**src/hw/rtl/tsm_pkg.sv**
```systemverilog
// Shared types, codes and the control-store program of the two-register stack machine.
// Used by every module of the block but tsm_ram; depends on nothing.
`default_nettype none

package tsm_pkg;

    // Datapath and stack sizing
    localparam int DATA_W      = 32;
    localparam int STACK_DEPTH = 16;
    localparam int SP_W        = $clog2(STACK_DEPTH + 1);
    localparam int STK_ADDR_W  = (STACK_DEPTH > 1) ? $clog2(STACK_DEPTH) : 1;
    localparam int NUM_ARGS    = 4;
    localparam int ARG_IDX_W   = 2;
    localparam int CFG_IDX_W   = 8;
    localparam int FUNC_W      = 4;
    localparam int STATUS_W    = 3;
    localparam int UPC_W       = 4;
    localparam int DIV_CNT_W   = $clog2(DATA_W);
    localparam logic [DIV_CNT_W-1:0] DIV_LAST = DIV_CNT_W'(DATA_W - 1);

    typedef logic [NUM_ARGS-1:0][DATA_W-1:0] arg_array_t;

    // Instruction codes
    typedef enum logic [FUNC_W-1:0] {
        OP_IM = 4'd0,
        OP_AR = 4'd1,
        OP_SW = 4'd2,
        OP_PU = 4'd3,
        OP_PO = 4'd4,
        OP_AD = 4'd5,
        OP_SU = 4'd6,
        OP_MU = 4'd7,
        OP_DI = 4'd8
    } func_t;

    // Result status codes
    typedef enum logic [STATUS_W-1:0] {
        ST_OK     = 3'd0,
        ST_DIV0   = 3'd1,
        ST_FULL   = 3'd2,
        ST_EMPTY  = 3'd3,
        ST_BADARG = 3'd4
    } status_t;

    // Sequencer state
    typedef enum logic {
        SEQ_IDLE = 1'b0,
        SEQ_RUN  = 1'b1
    } seq_state_t;

    // Control word fields
    typedef enum logic [2:0] {
        CHK_NONE  = 3'd0,
        CHK_ARG   = 3'd1,
        CHK_FULL  = 3'd2,
        CHK_EMPTY = 3'd3,
        CHK_DIV0  = 3'd4
    } chk_t;

    typedef enum logic [3:0] {
        A_HOLD = 4'd0,
        A_OPND = 4'd1,
        A_ARG  = 4'd2,
        A_B    = 4'd3,
        A_RAM  = 4'd4,
        A_ADD  = 4'd5,
        A_SUB  = 4'd6,
        A_MUL  = 4'd7,
        A_DIV  = 4'd8
    } asel_t;

    typedef enum logic [1:0] {
        STK_NONE = 2'd0,
        STK_PUSH = 2'd1,
        STK_POP  = 2'd2
    } stk_t;

    typedef enum logic [1:0] {
        DIV_NONE = 2'd0,
        DIV_LOAD = 2'd1,
        DIV_STEP = 2'd2
    } divop_t;

    typedef enum logic {
        COND_NEXT     = 1'b0,
        COND_DIV_LOOP = 1'b1
    } cond_t;

    typedef struct packed {
        chk_t              chk;
        asel_t             a_sel;
        logic              b_wr;
        stk_t              stk;
        divop_t            divop;
        cond_t             cond;
        logic [UPC_W-1:0]  target;
        logic              last;
    } ctrl_t;

    // Datapath flags seen by the sequencer
    typedef struct packed {
        logic fail;
        logic div_busy;
    } dp_flags_t;

    // Control-store addresses
    localparam logic [UPC_W-1:0] U_IM  = 4'd0;
    localparam logic [UPC_W-1:0] U_AR  = 4'd1;
    localparam logic [UPC_W-1:0] U_SW  = 4'd2;
    localparam logic [UPC_W-1:0] U_PU  = 4'd3;
    localparam logic [UPC_W-1:0] U_PO0 = 4'd4;
    localparam logic [UPC_W-1:0] U_PO1 = 4'd5;
    localparam logic [UPC_W-1:0] U_AD  = 4'd6;
    localparam logic [UPC_W-1:0] U_SU  = 4'd7;
    localparam logic [UPC_W-1:0] U_MU  = 4'd8;
    localparam logic [UPC_W-1:0] U_DI0 = 4'd9;
    localparam logic [UPC_W-1:0] U_DI1 = 4'd10;
    localparam logic [UPC_W-1:0] U_DI2 = 4'd11;
    localparam logic [UPC_W-1:0] U_NOP = 4'd12;

    // Map an instruction code to the start of its routine
    function automatic logic [UPC_W-1:0] entry_addr(input logic [FUNC_W-1:0] func);
        logic [UPC_W-1:0] addr;
        addr = U_NOP;
        case (func)
            OP_IM:   addr = U_IM;
            OP_AR:   addr = U_AR;
            OP_SW:   addr = U_SW;
            OP_PU:   addr = U_PU;
            OP_PO:   addr = U_PO0;
            OP_AD:   addr = U_AD;
            OP_SU:   addr = U_SU;
            OP_MU:   addr = U_MU;
            OP_DI:   addr = U_DI0;
            default: addr = U_NOP;
        endcase
        return addr;
    endfunction

    // Control store: one control word per step
    function automatic ctrl_t ucode_rom(input logic [UPC_W-1:0] addr);
        ctrl_t w;
        w = '{chk: CHK_NONE, a_sel: A_HOLD, b_wr: 1'b0, stk: STK_NONE,
              divop: DIV_NONE, cond: COND_NEXT, target: '0, last: 1'b0};
        case (addr)
            U_IM:  begin w.a_sel = A_OPND; w.last = 1'b1; end
            U_AR:  begin w.chk = CHK_ARG; w.a_sel = A_ARG; w.last = 1'b1; end
            U_SW:  begin w.a_sel = A_B; w.b_wr = 1'b1; w.last = 1'b1; end
            U_PU:  begin w.chk = CHK_FULL; w.stk = STK_PUSH; w.last = 1'b1; end
            U_PO0: begin w.chk = CHK_EMPTY; w.stk = STK_POP; end
            U_PO1: begin w.a_sel = A_RAM; w.last = 1'b1; end
            U_AD:  begin w.a_sel = A_ADD; w.last = 1'b1; end
            U_SU:  begin w.a_sel = A_SUB; w.last = 1'b1; end
            U_MU:  begin w.a_sel = A_MUL; w.last = 1'b1; end
            U_DI0: begin w.chk = CHK_DIV0; w.divop = DIV_LOAD; end
            U_DI1: begin w.divop = DIV_STEP; w.cond = COND_DIV_LOOP; w.target = U_DI1; end
            U_DI2: begin w.a_sel = A_DIV; w.last = 1'b1; end
            default: begin w.last = 1'b1; end
        endcase
        return w;
    endfunction

endpackage

`default_nettype wire

```
**src/hw/rtl/two_register_stack_machine.sv**
```systemverilog
// Top level of the two-register stack machine: stream handshakes, argument registers,
// result register. Depends on tsm_pkg; instantiates tsm_seq and tsm_datapath.
//
//  port group   dir   payload                                   accepted when
//  s_*          in    tdata: operand[31:0]; tuser: func, first   s_tvalid & s_tready
//  m_*          out   tdata: acc_value[31:0]; tuser: status       m_tvalid & m_tready
//  cfg_*        in    cfg_index: register 0..3, cfg_data: value  cfg_valid & cfg_ready
//
// An instruction is accepted, then runs its microprogram: pop adds a step for the registered
// stack RAM read, and divide runs a check-and-load step, the 32-step divide loop and a result step.
// A new request is taken once the previous program has finished, even if its result
// still waits in the output register; the final step holds until that register is free.
// Reset clears A, B, the stack pointer and the argument registers; no clearing pass.
`default_nettype none

module two_register_stack_machine (
    input  wire logic                             clk,
    input  wire logic                             rst_n,
    input  wire logic                             s_tvalid,
    output logic                                  s_tready,
    input  wire logic [31:0]                      s_tdata,   // [31:0] operand
    input  wire logic [4:0]                       s_tuser,   // [3:0] func, [4] first
    output logic                                  m_tvalid,
    input  wire logic                             m_tready,
    output logic [31:0]                           m_tdata,   // [31:0] acc_value
    output logic [2:0]                            m_tuser,   // [2:0] status
    input  wire logic                             cfg_valid,
    output logic                                  cfg_ready,
    input  wire logic [tsm_pkg::CFG_IDX_W-1:0]    cfg_index,
    input  wire logic [31:0]                      cfg_data
);

    tsm_pkg::arg_array_t               args_reg;
    logic                              m_tvalid_reg;
    logic [tsm_pkg::DATA_W-1:0]        m_tdata_reg;
    tsm_pkg::status_t                  m_tuser_reg;

    logic                              start;
    logic                              busy;
    logic                              step_en;
    logic                              done;
    logic                              out_free;
    tsm_pkg::ctrl_t                    ctrl;
    tsm_pkg::dp_flags_t                flags;
    logic [tsm_pkg::DATA_W-1:0]        acc_result;
    tsm_pkg::status_t                  status_result;

    assign s_tready  = !busy;
    assign start     = s_tvalid && s_tready;
    assign cfg_ready = 1'b1;
    assign out_free  = !m_tvalid_reg || m_tready;

    tsm_seq u_seq (
        .clk      (clk),
        .rst_n    (rst_n),
        .start    (start),
        .func     (s_tuser[tsm_pkg::FUNC_W-1:0]),
        .flags    (flags),
        .out_free (out_free),
        .ctrl     (ctrl),
        .step_en  (step_en),
        .done     (done),
        .busy     (busy)
    );

    tsm_datapath u_dp (
        .clk           (clk),
        .rst_n         (rst_n),
        .start         (start),
        .first         (s_tuser[tsm_pkg::FUNC_W]),
        .operand       (s_tdata),
        .args          (args_reg),
        .ctrl          (ctrl),
        .step_en       (step_en),
        .flags         (flags),
        .acc_result    (acc_result),
        .status_result (status_result)
    );

    // Argument registers; drop writes beyond the last register
    always_ff @(posedge clk or negedge rst_n)
    begin
        if (!rst_n)
        begin
            args_reg <= '0;
        end
        else if (cfg_valid && cfg_ready
                 && (cfg_index < tsm_pkg::CFG_IDX_W'(tsm_pkg::NUM_ARGS)))
        begin
            args_reg[cfg_index[tsm_pkg::ARG_IDX_W-1:0]] <= cfg_data;
        end
    end

    // Result register: load on program end, drop once taken
    always_ff @(posedge clk or negedge rst_n)
    begin
        if (!rst_n)
        begin
            m_tvalid_reg <= 1'b0;
        end
        else if (done)
        begin
            m_tvalid_reg <= 1'b1;
        end
        else if (m_tready)
        begin
            m_tvalid_reg <= 1'b0;
        end
    end

    always_ff @(posedge clk)
    begin
        if (done)
        begin
            m_tdata_reg <= acc_result;
            m_tuser_reg <= status_result;
        end
    end

    assign m_tvalid = m_tvalid_reg;
    assign m_tdata  = m_tdata_reg;
    assign m_tuser  = m_tuser_reg;

    // A taken request starts a program
    a_start_busy: assert property (@(posedge clk) disable iff (!rst_n)
        start |=> busy)
        else $error("accepted request did not start the sequencer");

    // A program only ends into a free result register
    a_done_free: assert property (@(posedge clk) disable iff (!rst_n)
        done |-> out_free)
        else $error("result overwritten before it was taken");

    // A finished program shows its result
    a_done_valid: assert property (@(posedge clk) disable iff (!rst_n)
        done |=> (m_tvalid && !busy))
        else $error("finished program left no result");

endmodule

`default_nettype wire

```
**src/hw/rtl/tsm_ram.sv**
```systemverilog
// Generic single-write, single-read RAM with registered read data.
// Holds the operand stack; no dependencies.
`default_nettype none

module tsm_ram #(
    parameter int WIDTH = 32,
    parameter int DEPTH = 16,
    localparam int AW   = (DEPTH > 1) ? $clog2(DEPTH) : 1
) (
    input  wire logic             clk,
    input  wire logic             we,
    input  wire logic [AW-1:0]    waddr,
    input  wire logic [WIDTH-1:0] wdata,
    input  wire logic [AW-1:0]    raddr,
    output logic      [WIDTH-1:0] rdata
);

    logic [WIDTH-1:0] mem_reg [DEPTH];
    logic [WIDTH-1:0] rdata_reg;

    // Write port and registered read port
    always_ff @(posedge clk)
    begin
        if (we)
        begin
            mem_reg[waddr] <= wdata;
        end
        rdata_reg <= mem_reg[raddr];
    end

    assign rdata = rdata_reg;

endmodule

`default_nettype wire

```
**src/hw/rtl/tsm_seq.sv**
```systemverilog
// Microprogram sequencer: step counter, control store lookup and conditional jumps.
// Depends on tsm_pkg for the control word, flags and the control-store program.
`default_nettype none

module tsm_seq (
    input  wire logic                         clk,
    input  wire logic                         rst_n,
    input  wire logic                         start,
    input  wire logic [tsm_pkg::FUNC_W-1:0]   func,
    input  wire tsm_pkg::dp_flags_t           flags,
    input  wire logic                         out_free,
    output tsm_pkg::ctrl_t                    ctrl,
    output logic                              step_en,
    output logic                              done,
    output logic                              busy
);

    tsm_pkg::seq_state_t          state_reg, state_next;
    logic [tsm_pkg::UPC_W-1:0]    upc_reg, upc_next;
    logic                         finishing;

    // Fetch the current control word
    assign ctrl      = tsm_pkg::ucode_rom(upc_reg);
    assign finishing = ctrl.last | flags.fail;
    assign busy      = (state_reg == tsm_pkg::SEQ_RUN);
    // Hold the final step while the result register is still occupied
    assign step_en   = busy && (!finishing || out_free);
    assign done      = step_en && finishing;

    always_ff @(posedge clk or negedge rst_n)
    begin
        if (!rst_n)
        begin
            state_reg <= tsm_pkg::SEQ_IDLE;
            upc_reg   <= tsm_pkg::U_NOP;
        end
        else
        begin
            state_reg <= state_next;
            upc_reg   <= upc_next;
        end
    end

    // Next step: dispatch on start; while running, loop, advance or return to idle at the end
    always_comb
    begin
        state_next = state_reg;
        upc_next   = upc_reg;
        unique case (state_reg)
            tsm_pkg::SEQ_IDLE:
            begin
                if (start)
                begin
                    state_next = tsm_pkg::SEQ_RUN;
                    upc_next   = tsm_pkg::entry_addr(func);
                end
            end
            tsm_pkg::SEQ_RUN:
            begin
                if (step_en)
                begin
                    if (finishing)
                    begin
                        state_next = tsm_pkg::SEQ_IDLE;
                    end
                    else
                    begin
                        unique case (ctrl.cond)
                            tsm_pkg::COND_DIV_LOOP:
                                upc_next = flags.div_busy ? ctrl.target
                                                          : upc_reg + 1'b1;
                            tsm_pkg::COND_NEXT:
                                upc_next = upc_reg + 1'b1;
                        endcase
                    end
                end
            end
        endcase
    end

endmodule

`default_nettype wire

```
**src/hw/rtl/tsm_datapath.sv**
```systemverilog
// Datapath: registers A and B, stack pointer and stack RAM, adder, multiplier, shift divider.
// Depends on tsm_pkg and instantiates tsm_ram.
`default_nettype none

module tsm_datapath (
    input  wire logic                          clk,
    input  wire logic                          rst_n,
    input  wire logic                          start,
    input  wire logic                          first,
    input  wire logic [tsm_pkg::DATA_W-1:0]    operand,
    input  wire tsm_pkg::arg_array_t           args,
    input  wire tsm_pkg::ctrl_t                ctrl,
    input  wire logic                          step_en,
    output tsm_pkg::dp_flags_t                 flags,
    output logic [tsm_pkg::DATA_W-1:0]         acc_result,
    output tsm_pkg::status_t                   status_result
);

    localparam int W = tsm_pkg::DATA_W;

    logic [W-1:0]                   a_reg, a_next;
    logic [W-1:0]                   b_reg, b_next;
    logic [tsm_pkg::SP_W-1:0]       sp_reg, sp_next;
    logic [W-1:0]                   opnd_reg;
    logic [W-1:0]                   rem_reg, quo_reg, dvs_reg;
    logic [tsm_pkg::DIV_CNT_W-1:0]  cnt_reg;
    logic                           neg_reg;

    logic                           fail;
    logic                           exec;
    logic [W-1:0]                   a_exe;
    logic [W-1:0]                   product;
    logic [W:0]                     rem_sh, trial;
    logic [W-1:0]                   a_mag, b_mag;
    logic [tsm_pkg::SP_W-1:0]       sp_dec;
    logic [tsm_pkg::SP_W-1:0]       sp_rd;
    logic [W-1:0]                   ram_rdata;
    logic                           ram_we;

    // Stack storage; keep the popped word's address after the pointer moves
    assign sp_dec = sp_reg - tsm_pkg::SP_W'(1);
    assign sp_rd  = (ctrl.stk == tsm_pkg::STK_POP) ? sp_dec : sp_reg;
    assign ram_we = exec && (ctrl.stk == tsm_pkg::STK_PUSH);

    tsm_ram #(
        .WIDTH (W),
        .DEPTH (tsm_pkg::STACK_DEPTH)
    ) u_stack (
        .clk   (clk),
        .we    (ram_we),
        .waddr (sp_reg[tsm_pkg::STK_ADDR_W-1:0]),
        .wdata (a_reg),
        .raddr (sp_rd[tsm_pkg::STK_ADDR_W-1:0]),
        .rdata (ram_rdata)
    );

    // Check the step's precondition and pick the status code
    always_comb
    begin
        fail          = 1'b0;
        status_result = tsm_pkg::ST_OK;
        unique case (ctrl.chk)
            tsm_pkg::CHK_ARG:
            begin
                fail = |opnd_reg[W-1:tsm_pkg::ARG_IDX_W];
                if (fail) status_result = tsm_pkg::ST_BADARG;
            end
            tsm_pkg::CHK_FULL:
            begin
                fail = (sp_reg == tsm_pkg::SP_W'(tsm_pkg::STACK_DEPTH));
                if (fail) status_result = tsm_pkg::ST_FULL;
            end
            tsm_pkg::CHK_EMPTY:
            begin
                fail = (sp_reg == '0);
                if (fail) status_result = tsm_pkg::ST_EMPTY;
            end
            tsm_pkg::CHK_DIV0:
            begin
                fail = (b_reg == '0);
                if (fail) status_result = tsm_pkg::ST_DIV0;
            end
            tsm_pkg::CHK_NONE:
            begin
                fail = 1'b0;
            end
            default:
            begin
                fail = 1'b0;
            end
        endcase
    end

    assign exec           = step_en && !fail;
    assign flags.fail     = fail;
    assign flags.div_busy = (cnt_reg != tsm_pkg::DIV_LAST);

    // Arithmetic units
    assign product = a_reg * b_reg;
    assign rem_sh  = {rem_reg, quo_reg[W-1]};
    assign trial   = rem_sh - {1'b0, dvs_reg};
    assign a_mag   = a_reg[W-1] ? (W'(0) - a_reg) : a_reg;
    assign b_mag   = b_reg[W-1] ? (W'(0) - b_reg) : b_reg;

    // Value A takes if the step executes
    always_comb
    begin
        a_exe = a_reg;
        unique case (ctrl.a_sel)
            tsm_pkg::A_OPND: a_exe = opnd_reg;
            tsm_pkg::A_ARG:  a_exe = args[opnd_reg[tsm_pkg::ARG_IDX_W-1:0]];
            tsm_pkg::A_B:    a_exe = b_reg;
            tsm_pkg::A_RAM:  a_exe = ram_rdata;
            tsm_pkg::A_ADD:  a_exe = a_reg + b_reg;
            tsm_pkg::A_SUB:  a_exe = a_reg - b_reg;
            tsm_pkg::A_MUL:  a_exe = product;
            tsm_pkg::A_DIV:  a_exe = neg_reg ? (W'(0) - quo_reg) : quo_reg;
            tsm_pkg::A_HOLD: a_exe = a_reg;
            default:         a_exe = a_reg;
        endcase
    end

    assign acc_result = fail ? a_reg : a_exe;

    // Architectural register update
    always_comb
    begin
        a_next  = a_reg;
        b_next  = b_reg;
        sp_next = sp_reg;
        if (start)
        begin
            if (first)
            begin
                a_next  = '0;
                b_next  = '0;
                sp_next = '0;
            end
        end
        else if (exec)
        begin
            a_next = a_exe;
            if (ctrl.b_wr)
            begin
                b_next = a_reg;
            end
            unique case (ctrl.stk)
                tsm_pkg::STK_PUSH: sp_next = sp_reg + tsm_pkg::SP_W'(1);
                tsm_pkg::STK_POP:  sp_next = sp_dec;
                tsm_pkg::STK_NONE: sp_next = sp_reg;
                default:           sp_next = sp_reg;
            endcase
        end
    end

    always_ff @(posedge clk or negedge rst_n)
    begin
        if (!rst_n)
        begin
            a_reg  <= '0;
            b_reg  <= '0;
            sp_reg <= '0;
        end
        else
        begin
            a_reg  <= a_next;
            b_reg  <= b_next;
            sp_reg <= sp_next;
        end
    end

    // Operand capture and restoring divider, one quotient bit per step
    always_ff @(posedge clk)
    begin
        if (start)
        begin
            opnd_reg <= operand;
        end
        if (exec && (ctrl.divop == tsm_pkg::DIV_LOAD))
        begin
            rem_reg <= '0;
            quo_reg <= a_mag;
            dvs_reg <= b_mag;
            neg_reg <= a_reg[W-1] ^ b_reg[W-1];
            cnt_reg <= '0;
        end
        else if (exec && (ctrl.divop == tsm_pkg::DIV_STEP))
        begin
            rem_reg <= trial[W] ? rem_sh[W-1:0] : trial[W-1:0];
            quo_reg <= {quo_reg[W-2:0], ~trial[W]};
            cnt_reg <= cnt_reg + 1'b1;
        end
    end

    // Stack pointer never passes the depth
    a_sp_range: assert property (@(posedge clk) disable iff (!rst_n)
        sp_reg <= tsm_pkg::SP_W'(tsm_pkg::STACK_DEPTH))
        else $error("stack pointer beyond depth");

    // A failed check leaves A unchanged
    a_fail_hold: assert property (@(posedge clk) disable iff (!rst_n)
        (step_en && fail && !start) |=> $stable(a_reg))
        else $error("register A changed on a flagged error");

endmodule

`default_nettype wire
```
**config.mk**
```make
export PLATFORM = sky130hd
export DESIGN_NAME = two_register_stack_machine
export DESIGN_NICKNAME = d
export VERILOG_FILES = /design/src/hw/rtl/tsm_pkg.sv /design/src/hw/rtl/two_register_stack_machine.sv /design/src/hw/rtl/tsm_ram.sv /design/src/hw/rtl/tsm_seq.sv /design/src/hw/rtl/tsm_datapath.sv
export SDC_FILE = /design/constraint.sdc
export NUM_CORES = 2
export LEC_CHECK = 0
export BUFFER_PORTS_ARGS = -buffer_cell sky130_fd_sc_hd__buf_4
export CORE_MARGIN = 10
export CORE_UTILIZATION = 60
export DETAILED_ROUTE_END_ITERATION = 12
export PLACE_DENSITY = 0.77
export SYNTH_ARGS = -nofsm -noshare
export SYNTH_HDL_FRONTEND = slang
export SYNTH_SLANG_ARGS = --single-unit
```
**constraint.sdc**
```tcl
create_clock -name clk -period 8.4 [get_ports clk]
set_input_delay 0.84 -clock clk [delete_from_list [all_inputs] [get_ports clk]]
set_output_delay 0.84 -clock clk [all_outputs]
set_load 0.01 [all_outputs]
```
==> metrics list <==
* Portion of the clock cycle consumed by the worst path in the final layout: 96.3%
- In this run, CTS created clock tree buffers numbering 94.
- Reg2reg setup slack: 0.31 ns
- For this configuration, the core starts out at a cell density of 60.4%.
* Pleak: 26.6 nW
* Net count reported at finish: 5543
* Clock tree from TritonCTS: built
- The first global-routing pass estimated 273 mm of wire.
- Fraction of layout instances using a drive strength above 1: 16.0%
- Final Wtd Congestion: 1.03
* Number of optimization iterations in the first detailed-route pass: 12
- During I/O placement, the number of pins put on the boundary was 120.
- Net Count, Synth: 5502
* Setup clock skew after layout: 0.0340 ns
* Standard-cell rows: 114
* Number of flip-flops in the largest register: 512
- Number of routed nets with antenna violations: 0
* Proportion of power drawn by combinational gates: 55.2%
- Fin. max-slew vios: 0
- Result of the run: complete, no violations
* Die footprint: 110000 um^2
- In the synthesized netlist the async set-or-reset flop fraction comes to 22.2%.
* WP data arrival: 8.68 ns
- For the pin with the worst max-slew slack, the measured transition is 1.29 ns.
- Total routed wirelength: 184 mm
* Relative area change from synthesis to final layout: 9.59%
- Clock tree synthesis found a total of 916 sinks.
- Across the VDD grid, the largest voltage drop is 424 uV.
- Synth Flop Type: edfxtp_1
- Of the total power, the share spent switching nets is 46.7%.
- CTS Buffer Depth: 3
- In the routed design, unresolved DRC markers number 0.
- Fill cells in the final layout number 6945.
* Average wire per cell in the routed design: 29.6 um
- Number of antenna violations at the first check in global routing: 5
- Critical R2R Capture: u_dp.a_reg[23]$_DFFE_PN0P_
- During synthesis, Yosys emitted a total of 0 warnings.
- Input and output buffers added on the ports amount to 118.
- Most common cell after layout, fill and taps aside: edfxtp_1
* Crit path max fanout: 24
- HPWL after DPL: 127 mm
- Library cells used by synthesis: 94
- Global routing used 32.9% of the available tracks.
* Later-pin clock latency in the skew report: 0.70 ns
- Based on the critical path, the design can be clocked at up to 124 MHz.
- Worst hold margin: 0.225 ns
- Critical setup path kind: reg2reg
- Summed over all nets, the switching power comes to 11.3 mW.
- Reg2reg path depth: 25
* Maximum number of pins on one net before global-route repair: 129
- Internal power comes to 12.9 mW.
* Netlist Area Pre-Place: 58400 um^2
* Register bit count reported by yosys: 916
* Hold/Removal Path Class: in2async
* CP Capture Type: flip-flop
* Count of routing violations after the opening detailed-route iteration: 5718
- Once layout is complete, the utilization of the core stands at 66.2%.
* Max transition margin: 13.7%
- In this run the mean area of a mapped cell was 12.2 um^2.
* Post-place instance area: 61000 um^2
- Hold-fix buffers at CTS: 0
* Mean number of vias per cell: 6.55
- In this run, the clock network consumes 17.4% of the power.
- Total Neg Setup Slack: 0 ns
- Power density relative to cell area: 377 nW/um^2
- The root buffer cell chosen for the clock tree is clkbuf_16.
- Total Power Consumption: 24.2 mW
* Max capacitance violation total: 0
* Beginning of the worst register-to-register path: u_dp.b_reg[2]$_DFFE_PN0P_
- The finished cells cover 64000 um^2.
* Final setup viols: 0
* EDFF count, synth: 644
* Clk slew on worst S/H paths: 0.06 ns
- The worst setup path is launched from a flip-flop.
* Gate count of the mapped netlist: 4806
* Fraction of the yosys area taken by sequential cells: 44.2%
* Vias in the first global route: 41.1k
- Die boundary width: 332 um
* Period minus WS final: 8.09 ns
* Commonest cells after routing, fill and taps aside: edfxtp_1, nand2_1, inv_1
* Overall die height: 332 um
- Sequential group share of total power: 27.4%
- The detailed router placed 40.7k vias in this run.
* CP required: 8.99 ns
- The region available for standard cell placement spans 96700 um^2.
- Setup repair after global routing missed its margin: no
- Remaining Overflow, GRT: 0
- The H-tree was split into 3 levels.
- Final hold vios: 0
worst max-delay path by stage:
stage	endpoint	cells after the start	startpoint
after CTS	m_tdata[31]$_DFFE_PP_	23	u_dp.b_reg[2]$_DFFE_PN0P_
after global placement	m_tdata[31]$_DFFE_PP_	23	u_dp.b_reg[2]$_DFFE_PN0P_
final	u_dp.a_reg[23]$_DFFE_PN0P_	25	u_dp.b_reg[2]$_DFFE_PN0P_
after detailed placement	m_tdata[31]$_DFFE_PP_	23	u_dp.b_reg[2]$_DFFE_PN0P_
after floorplan	m_tdata[31]$_DFFE_PP_	26	u_dp.a_reg[9]$_DFFE_PN0P_
after global routing	m_tdata[31]$_DFFE_PP_	23	u_dp.b_reg[2]$_DFFE_PN0P_
power by group through the flow:
stage | combinational (mW) | sequential, mW | clock [mW]
floorplan | 8.45 | 6.25 | 0
global placement | 12.6 | 6.60 | 0
detailed placement | 12.7 | 6.61 | 0
CTS | 12.9 | 6.54 | 4.25
global route | 14.1 | 6.62 | 4.41
finish | 13.3 | 6.61 | 4.21
timing repair:
action / 4_1_cts / 5_1_grt
buffers inserted: 0 / 0
resized for setup: 0 / 1
endpoints found under the setup margin: 0 / 1
cell type report:
| class | count | area [um^2] | area share, % |
|---|---|---|---|
| well taps | 1276 | 1600 | 2.49 |
| flip-flops and latches | 916 | 25800 | 40.3 |
| repair buffers | 253 | 1930 | 3.02 |
| clock buffers | 139 | 2650 | 4.14 |
| multi-input cells | 3135 | 29900 | 46.8 |
| inverters | 447 | 1680 | 2.62 |
| diodes | 1 | 2.50 | 0.00391 |
| clock inverters | 37 | 410 | 0.641 |
cells in the mapped netlist (17+ instances only):
library cell,number,area (um^2)
mux4_2,192,4320
o31ai_1,34,255
nor2_1,135,507
nand2_1,489,1840
nor3_1,40,200
a222oi_1,21,210
o211ai_1,18,135
a21oi_1,144,721
nand2b_1,36,225
nand3_1,95,475
nor2b_1,17,106
nor4_1,17,106
ha_1,204,2550
a21o_1,47,353
o21ai_0,169,846
or3_1,22,138
inv_1,445,1670
buf_2,33,165
mux2_2,131,1480
edfxtp_1,644,19300
buf_1,25,93.8
xor2_1,92,806
dfrtp_1,201,5030
clkbuf_1,243,912
fa_1,410,8210
o21ai_1,21,105
dfxtp_1,69,1380
mux2i_1,39,390
and2_1,314,1960
o21a_1,27,203
xnor2_1,151,1320
critical path, stage by stage (launching register included):
cell      delay (ns)
dfrtp_1         0.67
and2_1          0.33
fa_1            0.53
inv_1           0.05
fa_1            0.49
fa_1            0.44
fa_1            0.55
inv_1           0.05
fa_1            0.53
inv_1           0.07
fa_1            0.55
inv_1           0.05
fa_1            0.49
fa_1            0.45
ha_1            0.36
a21oi_1         0.30
o21a_1          0.17
o21ai_0         0.16
o31ai_2         0.45
buf_4           0.21
nand2b_1        0.05
a21oi_1         0.18
xnor2_1         0.08
a221o_1         0.40
a21o_1          0.18
a22o_1          0.17
logic make-up after synthesis:
kind of cell               after synthesis  synth area share, %
AOI/OAI and AO/OA                      671                 7.60
buffers and inverters                  755                 4.97
other                                    1              0.00642
muxes                                  362                 10.6
adders and majority gates              614                 18.4
and+or+nand+nor                       1243                 10.6
DFF                                    916                 44.2
xor gates and xnor gates               244                 3.68
metal layers:
| metal | vias to the layer above | track usage [%] | routed length [um] |
|---|---|---|---|
| li1 | 16872 | - | - |
| met1 | 20447 | 44.1 | 68900 |
| met4 | 10 | 15.2 | 10300 |
| met5 | - | 0.177 | 112 |
| met2 | 2773 | 48.2 | 79700 |
| met3 | 550 | 11.3 | 24700 |
stage by stage:
stage | std cells | setup WS, ns
floorplan | 4806 | 0.742
global placement | 6027 | 0.451
detailed placement | 6027 | 0.355
CTS | 6203 | 0.328
global route | 6203 | 0.119
finish | 6204 | 0.309
Power figures use the tool's default switching activity.
